<file path="src/hdl/assert_macros.svh">
// Assertion helpers shared by the RTL files of the decrypt stream.
`ifndef ASSERT_MACROS_SVH
`define ASSERT_MACROS_SVH

// Property holds at every clock edge outside reset.
`define VDS_ASSERT(lbl, clk, rstn, prop, msg) \
  lbl: assert property (@(posedge clk) disable iff (!rstn) (prop)) else $error(msg);

// Condition never holds outside reset.
`define VDS_ASSERT_NEVER(lbl, clk, rstn, cond, msg) \
  lbl: assert property (@(posedge clk) disable iff (!rstn) !(cond)) else $error(msg);

`endif

</file>
<file path="src/hdl/vds_pkg.sv">
// ----------------------------------------------------------------------------
// vds_pkg
// Types, constants and helper functions of the Vigenere decrypt stream.
// ----------------------------------------------------------------------------
`default_nettype none

package vds_pkg;

  localparam int unsigned MAX_KEY_LETTERS = 16;
  localparam int unsigned POS_W           = $clog2(MAX_KEY_LETTERS);
  localparam int unsigned KEY_LEN_W       = 5;
  localparam int unsigned KEY_BITS        = 8 * MAX_KEY_LETTERS;
  localparam int unsigned CFG_DATA_W      = 64;
  localparam int unsigned CFG_IDX_W       = 2;
  localparam int unsigned SHIFT_W         = 5;

  localparam logic [7:0]         CHAR_UPPER_A = 8'd65;
  localparam logic [7:0]         CHAR_UPPER_Z = 8'd90;
  localparam logic [7:0]         CHAR_LOWER_A = 8'd97;
  localparam logic [7:0]         CHAR_LOWER_Z = 8'd122;
  localparam logic [5:0]         ALPHA_LEN    = 6'd26;

  localparam logic [KEY_LEN_W-1:0]  KEY_LEN_RESET   = KEY_LEN_W'(1);
  localparam logic [CFG_DATA_W-1:0] KEY_CHARS_RESET = 64'h4141_4141_4141_4141;

  localparam int unsigned QUEUE_DEPTH = 2;
  localparam int unsigned QUEUE_AW    = $clog2(QUEUE_DEPTH);

  typedef enum logic [CFG_IDX_W-1:0] {
    CFG_KEY_LENGTH = 2'd0,
    CFG_KEY_LOW    = 2'd1,
    CFG_KEY_HIGH   = 2'd2
  } vds_cfg_e;

  // Key setup seen by the front end.
  typedef struct packed {
    logic [KEY_LEN_W-1:0] key_length;
    logic [KEY_BITS-1:0]  key_chars;
  } vds_key_cfg_t;

  // One classified beat, front end to back end.
  typedef struct packed {
    logic [7:0]         ch;
    logic               eom;
    logic               letter;
    logic               upper;
    logic [SHIFT_W-1:0] shift;
  } vds_entry_t;

  function automatic logic is_upper(input logic [7:0] c);
    return (c >= CHAR_UPPER_A) && (c <= CHAR_UPPER_Z);
  endfunction

  function automatic logic is_lower(input logic [7:0] c);
    return (c >= CHAR_LOWER_A) && (c <= CHAR_LOWER_Z);
  endfunction

  // Alphabet position of a keyword byte; non-letters give zero.
  function automatic logic [SHIFT_W-1:0] shift_of(input logic [7:0] k);
    logic [7:0] diff;
    diff = '0;
    if (is_upper(k)) begin
      diff = k - CHAR_UPPER_A;
    end else if (is_lower(k)) begin
      diff = k - CHAR_LOWER_A;
    end
    return diff[SHIFT_W-1:0];
  endfunction

endpackage

`default_nettype wire

</file>
<file path="src/hdl/vds_in_if.sv">
// ----------------------------------------------------------------------------
// vds_in_if
// Ciphertext channel: valid/ready handshake carrying one byte per beat.
// ----------------------------------------------------------------------------
`default_nettype none

interface vds_in_if;
  logic       valid;
  logic       ready;
  logic [7:0] cipher_char;
  logic       end_of_message;

  modport source (output valid, output cipher_char, output end_of_message, input ready);
  modport sink   (input valid, input cipher_char, input end_of_message, output ready);
endinterface

`default_nettype wire

</file>
<file path="src/hdl/vds_out_if.sv">
// ----------------------------------------------------------------------------
// vds_out_if
// Plaintext channel: valid/ready handshake carrying one byte per beat.
// ----------------------------------------------------------------------------
`default_nettype none

interface vds_out_if;
  logic       valid;
  logic       ready;
  logic [7:0] plain_char;
  logic       message_done;

  modport source (output valid, output plain_char, output message_done, input ready);
  modport sink   (input valid, input plain_char, input message_done, output ready);
endinterface

`default_nettype wire

</file>
<file path="src/hdl/vds_front.sv">
// ----------------------------------------------------------------------------
// vds_front
// Accepts ciphertext beats, classifies them and tracks the key position.
// ----------------------------------------------------------------------------
`default_nettype none

`include "assert_macros.svh"

module vds_front (
  input  wire logic                  clk_i,
  input  wire logic                  rst_ni,
  input  wire vds_pkg::vds_key_cfg_t key_cfg_i,
  vds_in_if.sink                     in_i,
  input  wire logic                  full_i,
  output logic                       push_o,
  output vds_pkg::vds_entry_t        entry_o
);
  import vds_pkg::*;

  logic [POS_W-1:0]     pos_q, pos_d;
  logic [POS_W-1:0]     pos_eff;
  logic [POS_W:0]       pos_inc;
  logic [KEY_LEN_W-1:0] len;
  logic [7:0]           key_byte;
  logic                 up, lo, letter;

  assign in_i.ready = !full_i;
  assign push_o     = in_i.valid && !full_i;

  always_comb begin
    if (key_cfg_i.key_length == '0) begin
      len = KEY_LEN_W'(1);
    end else if (key_cfg_i.key_length > KEY_LEN_W'(MAX_KEY_LETTERS)) begin
      len = KEY_LEN_W'(MAX_KEY_LETTERS);
    end else begin
      len = key_cfg_i.key_length;
    end
  end

  // a position left stale by a shorter key restarts at byte 0
  assign pos_eff  = ({1'b0, pos_q} >= len) ? '0 : pos_q;
  assign key_byte = key_cfg_i.key_chars[{pos_eff, 3'b000} +: 8];
  assign up       = is_upper(in_i.cipher_char);
  assign lo       = is_lower(in_i.cipher_char);
  assign letter   = up || lo;
  assign pos_inc  = {1'b0, pos_eff} + (POS_W+1)'(1);

  always_comb begin
    pos_d = pos_eff;
    if (letter) begin
      pos_d = (pos_inc >= len) ? '0 : pos_inc[POS_W-1:0];
    end
    if (in_i.end_of_message) begin
      pos_d = '0;
    end
  end

  always_comb begin
    entry_o.ch     = in_i.cipher_char;
    entry_o.eom    = in_i.end_of_message;
    entry_o.letter = letter;
    entry_o.upper  = up;
    entry_o.shift  = shift_of(key_byte);
  end

  always_ff @(posedge clk_i or negedge rst_ni) begin
    if (!rst_ni) begin
      pos_q <= '0;
    end else if (push_o) begin
      pos_q <= pos_d;
    end
  end

  `VDS_ASSERT(a_eom_restarts_key, clk_i, rst_ni,
    push_o && in_i.end_of_message |=> pos_q == '0, "key position not cleared after end of message")

endmodule

`default_nettype wire

</file>
<file path="src/hdl/vds_queue.sv">
// ----------------------------------------------------------------------------
// vds_queue
// Short FIFO of classified beats between front and back end.
// ----------------------------------------------------------------------------
`default_nettype none

`include "assert_macros.svh"

module vds_queue (
  input  wire logic                clk_i,
  input  wire logic                rst_ni,
  input  wire logic                push_i,
  input  wire vds_pkg::vds_entry_t push_entry_i,
  output logic                     full_o,
  input  wire logic                pop_i,
  output logic                     empty_o,
  output vds_pkg::vds_entry_t      head_o
);
  import vds_pkg::*;

  vds_entry_t          mem_q [QUEUE_DEPTH];
  logic [QUEUE_AW-1:0] wr_ptr_q, rd_ptr_q;
  logic [QUEUE_AW:0]   count_q;

  assign full_o  = (count_q == (QUEUE_AW+1)'(QUEUE_DEPTH));
  assign empty_o = (count_q == '0);
  assign head_o  = mem_q[rd_ptr_q];

  always_ff @(posedge clk_i) begin
    if (push_i) begin
      mem_q[wr_ptr_q] <= push_entry_i;
    end
  end

  always_ff @(posedge clk_i or negedge rst_ni) begin
    if (!rst_ni) begin
      wr_ptr_q <= '0;
      rd_ptr_q <= '0;
      count_q  <= '0;
    end else begin
      if (push_i) begin
        wr_ptr_q <= wr_ptr_q + QUEUE_AW'(1);
      end
      if (pop_i) begin
        rd_ptr_q <= rd_ptr_q + QUEUE_AW'(1);
      end
      case ({push_i, pop_i})
        2'b10:   count_q <= count_q + (QUEUE_AW+1)'(1);
        2'b01:   count_q <= count_q - (QUEUE_AW+1)'(1);
        default: count_q <= count_q;
      endcase
    end
  end

  `VDS_ASSERT_NEVER(a_no_overflow, clk_i, rst_ni, push_i && full_o, "push into full queue")
  `VDS_ASSERT_NEVER(a_no_underflow, clk_i, rst_ni, pop_i && empty_o, "pop from empty queue")

endmodule

`default_nettype wire

</file>
<file path="src/hdl/vds_back.sv">
// ----------------------------------------------------------------------------
// vds_back
// Shifts letters back by the key shift and holds the result for output.
// ----------------------------------------------------------------------------
`default_nettype none

`include "assert_macros.svh"

module vds_back (
  input  wire logic                clk_i,
  input  wire logic                rst_ni,
  input  wire logic                empty_i,
  input  wire vds_pkg::vds_entry_t head_i,
  output logic                     pop_o,
  vds_out_if.source                out_o
);
  import vds_pkg::*;

  logic               out_valid_q;
  logic [7:0]         plain_q, plain_d;
  logic               done_q;
  logic [7:0]         base;
  logic [7:0]         diff;
  logic [SHIFT_W-1:0] off, off_n;
  logic [5:0]         wrapped;

  assign pop_o = !empty_i && (!out_valid_q || out_o.ready);

  assign base    = head_i.upper ? CHAR_UPPER_A : CHAR_LOWER_A;
  assign diff    = head_i.ch - base;
  assign off     = diff[SHIFT_W-1:0];
  assign wrapped = {1'b0, off} + ALPHA_LEN - {1'b0, head_i.shift};
  assign off_n   = (off >= head_i.shift) ? (off - head_i.shift) : wrapped[SHIFT_W-1:0];
  assign plain_d = head_i.letter ? (base + {3'b000, off_n}) : head_i.ch;

  always_ff @(posedge clk_i or negedge rst_ni) begin
    if (!rst_ni) begin
      out_valid_q <= 1'b0;
    end else if (pop_o) begin
      out_valid_q <= 1'b1;
    end else if (out_o.ready) begin
      out_valid_q <= 1'b0;
    end
  end

  always_ff @(posedge clk_i) begin
    if (pop_o) begin
      plain_q <= plain_d;
      done_q  <= head_i.eom;
    end
  end

  assign out_o.valid        = out_valid_q;
  assign out_o.plain_char   = plain_q;
  assign out_o.message_done = done_q;

  `VDS_ASSERT(a_pop_loads_output, clk_i, rst_ni, pop_o |=> out_valid_q,
    "popped beat did not reach output register")

endmodule

`default_nettype wire

</file>
<file path="src/hdl/vigenere_decrypt_stream.sv">
// ----------------------------------------------------------------------------
// vigenere_decrypt_stream
// Streaming Vigenere decryption of ASCII bytes with a keyword of up to
// sixteen letters.
// ----------------------------------------------------------------------------
// One ciphertext beat in gives one plaintext beat out, in order. The block
// takes a new beat every cycle while in_i.ready is high; an accepted beat is
// written into the queue and from there into the output register on out_o;
// throughput is one beat per cycle as long as the output side keeps taking
// beats. The front end picks the key byte at
// the current key position and advances the position, a two-entry queue
// decouples it from the back end, and the back end does the subtract-and-wrap
// into an output register. When the output stalls, the queue and the output
// register absorb three beats before in_i.ready drops. Letters are shifted
// back inside their own case; other bytes pass unchanged and do not advance
// the key. The key position returns to zero after a beat flagged end of
// message. Key length 0 acts as 1, lengths above 16 as 16, non-letter
// keyword bytes as shift 0. Reset key: length 1, all 'A' (pass-through).
// Write configuration only when no beat is in flight.
// ----------------------------------------------------------------------------
`default_nettype none

module vigenere_decrypt_stream (
  input  wire logic                             clk_i,
  input  wire logic                             rst_ni,
  input  wire logic                             cfg_we_i,
  input  wire logic [vds_pkg::CFG_IDX_W-1:0]    cfg_idx_i,
  input  wire logic [vds_pkg::CFG_DATA_W-1:0]   cfg_wdata_i,
  vds_in_if.sink                                in_i,
  vds_out_if.source                             out_o
);
  import vds_pkg::*;

  // configuration registers
  logic [KEY_LEN_W-1:0]  key_len_q;
  logic [CFG_DATA_W-1:0] key_low_q;
  logic [CFG_DATA_W-1:0] key_high_q;
  vds_key_cfg_t          key_cfg;

  // front end to queue
  logic       push;
  logic       full;
  vds_entry_t push_entry;

  // queue to back end
  logic       pop;
  logic       empty;
  vds_entry_t head;

  always_ff @(posedge clk_i or negedge rst_ni) begin
    if (!rst_ni) begin
      key_len_q  <= KEY_LEN_RESET;
      key_low_q  <= KEY_CHARS_RESET;
      key_high_q <= KEY_CHARS_RESET;
    end else if (cfg_we_i) begin
      unique case (vds_cfg_e'(cfg_idx_i))
        CFG_KEY_LENGTH: key_len_q  <= cfg_wdata_i[KEY_LEN_W-1:0];
        CFG_KEY_LOW:    key_low_q  <= cfg_wdata_i;
        CFG_KEY_HIGH:   key_high_q <= cfg_wdata_i;
        default:        ; // unused index, write dropped
      endcase
    end
  end

  assign key_cfg.key_length = key_len_q;
  assign key_cfg.key_chars  = {key_high_q, key_low_q};  // byte 0 in bits 7:0

  // front end: classify the beat, pick its key shift, step the key position
  vds_front u_front (
    .clk_i     (clk_i),
    .rst_ni    (rst_ni),
    .key_cfg_i (key_cfg),
    .in_i      (in_i),
    .full_i    (full),
    .push_o    (push),
    .entry_o   (push_entry)
  );

  // decoupling queue
  vds_queue u_queue (
    .clk_i        (clk_i),
    .rst_ni       (rst_ni),
    .push_i       (push),
    .push_entry_i (push_entry),
    .full_o       (full),
    .pop_i        (pop),
    .empty_o      (empty),
    .head_o       (head)
  );

  // back end: subtract and wrap, output register
  vds_back u_back (
    .clk_i   (clk_i),
    .rst_ni  (rst_ni),
    .empty_i (empty),
    .head_i  (head),
    .pop_o   (pop),
    .out_o   (out_o)
  );

endmodule

`default_nettype wire

</file>
<file path="src/flat_wrapper.sv">
// flat-port wrapper written by rule: the top's interface ports become plain ports
module vigenere_decrypt_stream_flat import vds_pkg::*;
  (clk_i, rst_ni, cfg_we_i, cfg_idx_i, cfg_wdata_i, in_i_valid, in_i_cipher_char, in_i_end_of_message, in_i_ready, out_o_valid, out_o_plain_char, out_o_message_done, out_o_ready);
  vds_in_if in_i_i ();
  vds_out_if out_o_i ();
  input  wire logic clk_i;
  input  wire logic rst_ni;
  input  wire logic cfg_we_i;
  input  wire logic [vds_pkg::CFG_IDX_W-1:0] cfg_idx_i;
  input  wire logic [vds_pkg::CFG_DATA_W-1:0] cfg_wdata_i;
  input wire logic [$bits(in_i_i.valid)-1:0] in_i_valid;
  input wire logic [$bits(in_i_i.cipher_char)-1:0] in_i_cipher_char;
  input wire logic [$bits(in_i_i.end_of_message)-1:0] in_i_end_of_message;
  output wire logic [$bits(in_i_i.ready)-1:0] in_i_ready;
  output wire logic [$bits(out_o_i.valid)-1:0] out_o_valid;
  output wire logic [$bits(out_o_i.plain_char)-1:0] out_o_plain_char;
  output wire logic [$bits(out_o_i.message_done)-1:0] out_o_message_done;
  input wire logic [$bits(out_o_i.ready)-1:0] out_o_ready;
  assign in_i_i.valid = in_i_valid;
  assign in_i_i.cipher_char = in_i_cipher_char;
  assign in_i_i.end_of_message = in_i_end_of_message;
  assign in_i_ready = in_i_i.ready;
  assign out_o_valid = out_o_i.valid;
  assign out_o_plain_char = out_o_i.plain_char;
  assign out_o_message_done = out_o_i.message_done;
  assign out_o_i.ready = out_o_ready;
  vigenere_decrypt_stream u_core (.clk_i(clk_i), .rst_ni(rst_ni), .cfg_we_i(cfg_we_i), .cfg_idx_i(cfg_idx_i), .cfg_wdata_i(cfg_wdata_i), .in_i(in_i_i), .out_o(out_o_i));
endmodule
</file>
<file path="config.mk">
export PLATFORM = sky130hd
export DESIGN_NAME = vigenere_decrypt_stream_flat
export DESIGN_NICKNAME = d
export VERILOG_FILES = /design/src/hdl/vds_pkg.sv /design/src/hdl/vds_in_if.sv /design/src/hdl/vds_out_if.sv /design/src/hdl/vds_front.sv /design/src/hdl/vds_queue.sv /design/src/hdl/vds_back.sv /design/src/hdl/vigenere_decrypt_stream.sv /design/src/flat_wrapper.sv
export VERILOG_INCLUDE_DIRS = /design/src /design/src/hdl
export SDC_FILE = /design/constraint.sdc
export NUM_CORES = 1
export LEC_CHECK = 0
export BUFFER_PORTS_ARGS = -buffer_cell sky130_fd_sc_hd__buf_2
export CORE_MARGIN = 4
export CORE_UTILIZATION = 45
export CTS_CLUSTER_DIAMETER = 200
export CTS_CLUSTER_SIZE = 20
export DETAILED_ROUTE_END_ITERATION = 10
export HOLD_SLACK_MARGIN = 0.1
export PLACE_DENSITY = 0.74
export SLEW_MARGIN = 10
export SYNTH_ARGS = -nofsm -noshare
export SYNTH_HDL_FRONTEND = slang
export SYNTH_HIERARCHICAL = 1
export SYNTH_SLANG_ARGS = --single-unit
</file>
<file path="constraint.sdc">
create_clock -name clk_i -period 4.8 [get_ports clk_i]
set_input_delay 0 -clock clk_i [delete_from_list [all_inputs] [get_ports clk_i]]
set_output_delay 0 -clock clk_i [all_outputs]
set_load 0.02 [all_outputs]
</file>
# --- Word level (Yosys, flattened, before mapping) ---
# Memories as Yosys holds them, arrays and structs flattened.
# Index checks and enable logic that the tools add are counted.
op_classes:
  addsub: 12
  shift: 1
  n_reduce_logical: 19
  eq_ne: 5
  order_cmp: 12
  muxes: 16
op_table:
  columns: ["op", "count"]
  rows:
  - ["variable part select 128 x 8 -> 8 bit", 1]
  - [">= comparator 8 x 7 -> 1 bit, second input constant", 4]
  - ["less-or-equal comparator 8 x 7 -> 1 bit, second input constant", 4]
  - ["two-way mux 5 bit", 5]
  - ["two-way mux 4 bit", 4]
  - ["subtractor 5 bit", 3]
  - [">= comparator 5 bit", 2]
  - ["subtractor 5 x 1 -> 5 bit, second input constant", 2]
  - ["adder 7 x 5 -> 8 bit", 1]
  - ["two-way mux 8 bit", 1]
  - ["== test 2 bit, second input constant", 3]
  - ["logical AND 1 bit", 6]
  - ["two-way mux 6 bit", 1]
  - ["AND reduction 2 bit", 3]
  - ["adder 4 x 1 -> 5 bit, second input constant", 1]
  - ["adder 5 bit, second input constant", 1]
  - [">= comparator 4 x 5 -> 1 bit", 1]
  - ["greater-than comparator 5 bit, second input constant", 1]
  - ["logical NOT 5 bit", 1]
  - ["== test 2 x 1 -> 1 bit, second input constant", 2]
  - ["logical NOT 2 bit", 2]
  - ["two-way mux 1 bit", 4]
  - ["case mux 2 bit (2 select lines)", 1]
  - ["nonzero test 2 bit", 2]
  - ["other kinds (5)", 9]
word_totals:
  mem_count: 1
  elab_cells: 76
  output_inout_bits: 11
  ram_bits: 32
  inputBits: 80
  register_bits: 151
memory_table:
  columns: ["name", "depth", "width", "rd", "rd_clocked_by_memory_dff", "write_ports", "line_no", "rtl"]
  rows:
  - ["u_core.u_queue.mem_q", 2, 16, 1, 0, 1, "vds_queue.sv:21", "vds_entry_t mem_q [QUEUE_DEPTH];"]

# --- Longest topological paths before layout ---
logic_depth:
  word_depth: 10
  mapped_depth: 18
  ltp_nobuf: 17

# --- Hierarchy ---
# The synthesis kept the hierarchy.
modules_own_cells:
  columns: ["module", "seq_area_each_um2", "cells_each", "area_each_um2", "instances"]
  rows:
  - ["vigenere_decrypt_stream", 3369.5, 283, 5495.3, 1]
  - ["vds_front", 100.1, 241, 2018.2, 1]
  - ["vds_queue", 1061.0, 66, 1391.3, 1]
  - ["vds_back", 295.3, 102, 989.7, 1]

# --- Worst setup path before layout ---
# OpenSTA, ideal clock, no wires.
synth_timing:
  kind: "register to register"
  from: "register u_core.key_len_q[1]"
  to: "register u_core.u_front.pos_q[0]"
  period_less_slack_ns: 3.719
  arrival_time_ns: 3.623
  setup_ns: 0.095
  setup_slack_ns: 1.081
  t_required_ns: 4.705
  path_stages_with_launch: 19
  n_path_buf: 1
  cell_sequence: "dfrtp_1 > nor3_1 > nor2_1 > nor2_1 > ha_1 > nand2b_1 > a2111oi_4 > nor2_1 > buf_2 > nor2_1 > ha_1 > ha_1 > a21o_1 > a21o_1 > a21o_1 > a21o_1 > nor2_1 > a21oi_1 > o31ai_1"
synth_between:
  elab_chain_cells: 10
  elab_cells_between_ends: 11
  cone_classes: "add/sub (1); order compare (3); mux (6); reduce/logical (1)"
synth_rtl:
  columns: ["element", "line_no", "rtl"]
  rows:
  - ["start: declaration", "vigenere_decrypt_stream.sv:35", "logic [KEY_LEN_W-1:0] key_len_q;"]
  - ["start signal: assignment", "vigenere_decrypt_stream.sv:57", "CFG_KEY_LENGTH: key_len_q <= cfg_wdata_i[KEY_LEN_W-1:0];"]
  - ["greater-than comparator 5 bit", "vds_front.sv:33", "end else if (key_cfg_i.key_length > KEY_LEN_W'(MAX_KEY_LETTERS)) begin"]
  - ["two-way mux 5 bit", "vds_front.sv:33", null]
  - ["two-way mux 5 bit *", "vds_front.sv:31", "if (key_cfg_i.key_length == '0) begin"]
  - [">= comparator 4 x 5 -> 1 bit", "vds_front.sv:41", "assign pos_eff = ({1'b0, pos_q} >= len) ? '0 : pos_q;"]
  - ["two-way mux 4 bit", "vds_front.sv:41", null]
  - ["adder 4 x 1 -> 5 bit", "vds_front.sv:46", "assign pos_inc = {1'b0, pos_eff} + (POS_W+1)'(1);"]
  - [">= comparator 5 bit", "vds_front.sv:51", "pos_d = (pos_inc >= len) ? '0 : pos_inc[POS_W-1:0];"]
  - ["two-way mux 4 bit", "vds_front.sv:51", null]
  - ["two-way mux 4 bit *", "vds_front.sv:50", "if (letter) begin"]
  - ["two-way mux 4 bit *", "vds_front.sv:53", "if (in_i.end_of_message) begin"]
  - ["end signal: assignment", "vds_front.sv:70", "pos_q <= pos_d;"]
  - ["end: declaration", "vds_front.sv:20", "logic [POS_W-1:0] pos_q, pos_d;"]
# Every way passes the cells marked *; elsewhere a longest branch is shown, timed or not.
# A chain may end at the register's enable or synchronous reset.

# --- Final worst setup path ---
# Same ends and word-level chain as after synthesis.

==> metrics.log <==
INFO  metric synth.yosys.seq_area_share = 0.488
INFO  metric layout.core_utilization = 0.552
INFO  metric cts_root_buf = sky130_fd_sc_hd__clkbuf_16
INFO  metric power.share.switching = 0.363
INFO  metric design.core.area = 21400 um^2
INFO  metric antenna_cells_inserted = 0
INFO  metric die_area = 24400 um^2
INFO  metric synthArstFlopShare = 0.776
INFO  metric synthFlopType = sky130_fd_sc_hd__dfrtp_1
INFO  metric num-nets-final = 956
INFO  metric combinationalPowerShare = 0.469
INFO  metric post-synth-top-area-fraction = 0.276
INFO  metric crit_path_start = u_core/key_len_q[1]
INFO  metric crit_type = reg2reg
INFO  metric setup_slack = 0.692 ns
INFO  metric powerDensity = 576 nW/um^2
INFO  metric flop_pwr_share = 0.333
INFO  metric hp-class = in2reg
INFO  metric worst_setup_path_end_kind = flop
INFO  metric finalSetupTns = 0 ns
INFO  metric routed_wire_length_per_instance = 18.6 um
INFO  metric clk_pin_slew = 0.07 ns
INFO  metric starting_density = 0.463
INFO  metric internal_power = 4320 uW
INFO  metric initialDrtViolationCount = 258
INFO  metric ys_warn_count = 6
INFO  metric final_antenna_net_count = 0
INFO  metric synth_enable_flop_cells = 41
INFO  metric timing.fmax = 243 MHz
INFO  metric postSynthCellCount = 692
INFO  metric top_count_cell_post_synth = sky130_fd_sc_hd__mux2_4
INFO  metric place_hpwl = 14.1 mm
INFO  metric drt_first_pass_iters = 5
INFO  metric per_cell_via_count_in_the_routed_design = 5.34
INFO  metric tightest_pin_transition = 0.957 ns
INFO  metric cp.required = 5.13 ns
INFO  metric timing.final.max_slew_violations = 0
INFO  metric placement_rows = 53
INFO  metric drive_above_1_share = 0.409
INFO  metric ys_top_cells_by_count = sky130_fd_sc_hd__mux2_4 (129), sky130_fd_sc_hd__dfrtp_1 (109), sky130_fd_sc_hd__edfxtp_1 (41)
INFO  metric drc_errors = 0
INFO  metric synthesis.area = 9890 um^2
INFO  metric final.min_clock_period = 4.11 ns
INFO  metric mean_instance_size_in_the_synthesized_netlist = 14.3 um^2
INFO  metric hold_path.startpoint = in_i_valid
INFO  metric start_kind = flop
INFO  metric vias = 6059
INFO  metric tritoncts = built
INFO  metric postCtsSetupRepairBufs = 0
INFO  metric total_congestion_overflow = 0
INFO  metric post_route_clock_period_utilization = 0.856
INFO  metric setup_viol = 0
INFO  metric worst_skew_pair.late_latency = 0.44 ns
INFO  metric clock_power_share = 0.197
INFO  metric detail_route.wirelength = 21.1 mm
INFO  metric port-buffer-count = 90
INFO  metric postSynthRegisterBits = 183
INFO  metric run_status = finished clean
INFO  metric post_synth_num_cell_types = 76
INFO  metric grt_antenna_before_repair = 0
INFO  metric dp_slack = 0.767 ns
INFO  metric pin_count_of_the_biggest_net_entering_global_routing = 105
INFO  metric h-tree-depth = 4
INFO  metric max_slew_headroom_at_the_worst_pin = 0.362
INFO  metric regToRegStartpoint = u_core/key_len_q[1]
INFO  metric max_cap_violations = 0
INFO  metric global_route.usage.total = 0.181
INFO  metric cts.repair.resized = 0
INFO  metric leakage = 0.00543 uW
INFO  metric clock_sinks = 183
INFO  metric crit_arrival = 4.43 ns
INFO  metric grt_pass1_vias = 6437
INFO  metric synthToLayoutAreaGrowth = 19.1%
INFO  metric p_switching = 2470 uW
INFO  metric timing.final.hold_violations = 0
INFO  metric netlist_top_cells_area = sky130_fd_sc_hd__dfrtp_1 (28%), sky130_fd_sc_hd__mux2_4 (20%), sky130_fd_sc_hd__edfxtp_1 (12%)
INFO  metric worstPathMaxFanout = 12
INFO  metric clockBufferDepth = 2
INFO  metric fin_total_pwr = 6790 uW
INFO  metric pin_count = 91
INFO  metric synth_top_area_cell = sky130_fd_sc_hd__dfrtp_1
INFO  metric synth_fp_nets = 801
INFO  metric floorplan.die.height = 156 um
INFO  metric finalWeightedCongestion = 0.867
INFO  metric setup_repair_after_global_routing_missed_its_margin = no
INFO  metric cts-hold-fix-buffers = 77
INFO  metric irDropWorstVdd = 416 uV
INFO  metric cts-buffers-inserted = 17
INFO  metric global_route_wire_length_before_repair = 34.8 mm
INFO  metric finClkSkew = 0.0193 ns
INFO  metric die_width = 156 um
==> layout make-up <==
class	count	area (um^2)
Clock inverter	14	134
Inverter	38	143
Fill cell	1730	9570
Multi-Input combinational cell	428	4580
Clock buffer	18	439
Timing Repair Buffer	179	1320
Tap cell	275	344
Sequential cell	183	4830
==> worst max-delay path, cell delays in order (launching register included) <==
cell	delay, ns
sky130_fd_sc_hd__dfrtp_1	0.40
sky130_fd_sc_hd__nor3_1	0.19
sky130_fd_sc_hd__nor2_1	0.06
sky130_fd_sc_hd__nor2_1	0.15
sky130_fd_sc_hd__ha_1	0.25
sky130_fd_sc_hd__nand2b_1	0.20
sky130_fd_sc_hd__a2111oi_4	0.49
sky130_fd_sc_hd__nor2_1	0.09
sky130_fd_sc_hd__buf_4	0.18
sky130_fd_sc_hd__nor2_1	0.16
sky130_fd_sc_hd__ha_1	0.27
sky130_fd_sc_hd__ha_1	0.30
sky130_fd_sc_hd__a21o_1	0.15
sky130_fd_sc_hd__a21o_1	0.17
sky130_fd_sc_hd__a21o_1	0.16
sky130_fd_sc_hd__a21o_1	0.19
sky130_fd_sc_hd__nor2_1	0.25
sky130_fd_sc_hd__a21oi_1	0.12
sky130_fd_sc_hd__o31ai_1	0.20
==> layer usage <==
layer,wire (um),global-route usage,up-vias
li1,-,-,2832
met1,9450,0.239,3037
met2,10300,0.297,157
met3,806,0.0346,33
met4,499,0.0674,0
met5,0,0,-
==> path summary, 6_finish.rpt <==
path                                           end  slack [ns]  cells after the start
min reg2reg                u_core/u_queue/wr_ptr_q        0.49                      1
max in group asynchronous     u_core/key_low_q[22]        3.42                      3
max reg2reg                u_core/u_front/pos_q[0]        0.69                     18
max                        u_core/u_front/pos_q[0]        0.69                     18
min in group asynchronous    u_core/key_high_q[29]        0.23                      2
min                        u_core/u_front/pos_q[2]        0.15                      4
==> layout by cell type (no fill, tap or decap), types with 6 or more instances in the layout <==
cell                            Yosys  layout
sky130_fd_sc_hd__xor2_1             8       8
sky130_fd_sc_hd__mux4_1             6       6
sky130_fd_sc_hd__dlygate4sd3_1      0      77
sky130_fd_sc_hd__dfstp_2           33      33
sky130_fd_sc_hd__inv_1             35      36
sky130_fd_sc_hd__mux2_4           129     129
sky130_fd_sc_hd__nor3_1             8       8
sky130_fd_sc_hd__o21ai_0            9       9
sky130_fd_sc_hd__buf_2              8      89
sky130_fd_sc_hd__edfxtp_1          41      41
sky130_fd_sc_hd__clkbuf_16          0      17
sky130_fd_sc_hd__buf_4             14      12
sky130_fd_sc_hd__a21oi_1           17      16
sky130_fd_sc_hd__nand2_1           26      26
sky130_fd_sc_hd__mux2i_1            8       8
sky130_fd_sc_hd__mux4_2            15      15
sky130_fd_sc_hd__xnor2_1           13      13
sky130_fd_sc_hd__ha_1              26      26
sky130_fd_sc_hd__dfrtp_1          109     109
sky130_fd_sc_hd__mux2_2            26      26
sky130_fd_sc_hd__nor2_1            34      34
==> through the flow <==
| stage | instances | hold WS, ns | cell area, um^2 |
|---|---|---|---|
| after floorplan | 692 | -0.296 | 9890 |
| after global placement | 1026 | 0.186 | 10400 |
| after detailed placement | 1026 | 0.189 | 10400 |
| after CTS | 1135 | 0.121 | 11800 |
| after global routing | 1135 | 0.177 | 11800 |
| final | 1135 | 0.152 | 11800 |
==> power groups by stage <==
stage | combinational (uW) | sequential [uW] | clock, uW
2_1_floorplan | 2500 | 2270 | 0
3_3_place_gp | 3050 | 2270 | 0
3_5_place_dp | 3130 | 2280 | 0
4_1_cts | 3200 | 2260 | 1370
5_1_grt | 3520 | 2300 | 1450
6_report | 3190 | 2260 | 1340
==> sequential cells by signal, indices dropped and copies added, names as in the netlist <==
name / count
u_core/u_queue/rd_ptr_q: 1
u_core/u_queue/mem_q: 32
u_core/u_front/pos_q: 4
u_core/u_back/out_o.message_done: 1
u_core/key_len_q: 5
u_core/u_back/out_o.plain_char: 8
u_core/key_high_q: 64
u_core/key_low_q: 64
u_core/u_queue/wr_ptr_q: 1
u_core/u_queue/count_q: 2
u_core/u_back/out_o.valid: 1
==> kinds of logic (layout without fill, tap and decap cells) <==
family          Yosys count  in the layout  synth area share
fa+ha+maj                29             29            0.0389
simple gates            112            112            0.0567
buf+inv                  81            249            0.0493
flops                   183            183             0.488
xor+xnor                 21             21            0.0186
mux                     185            185             0.285
compound gates           81             81            0.0641
(Power assumes the default switching activity.)
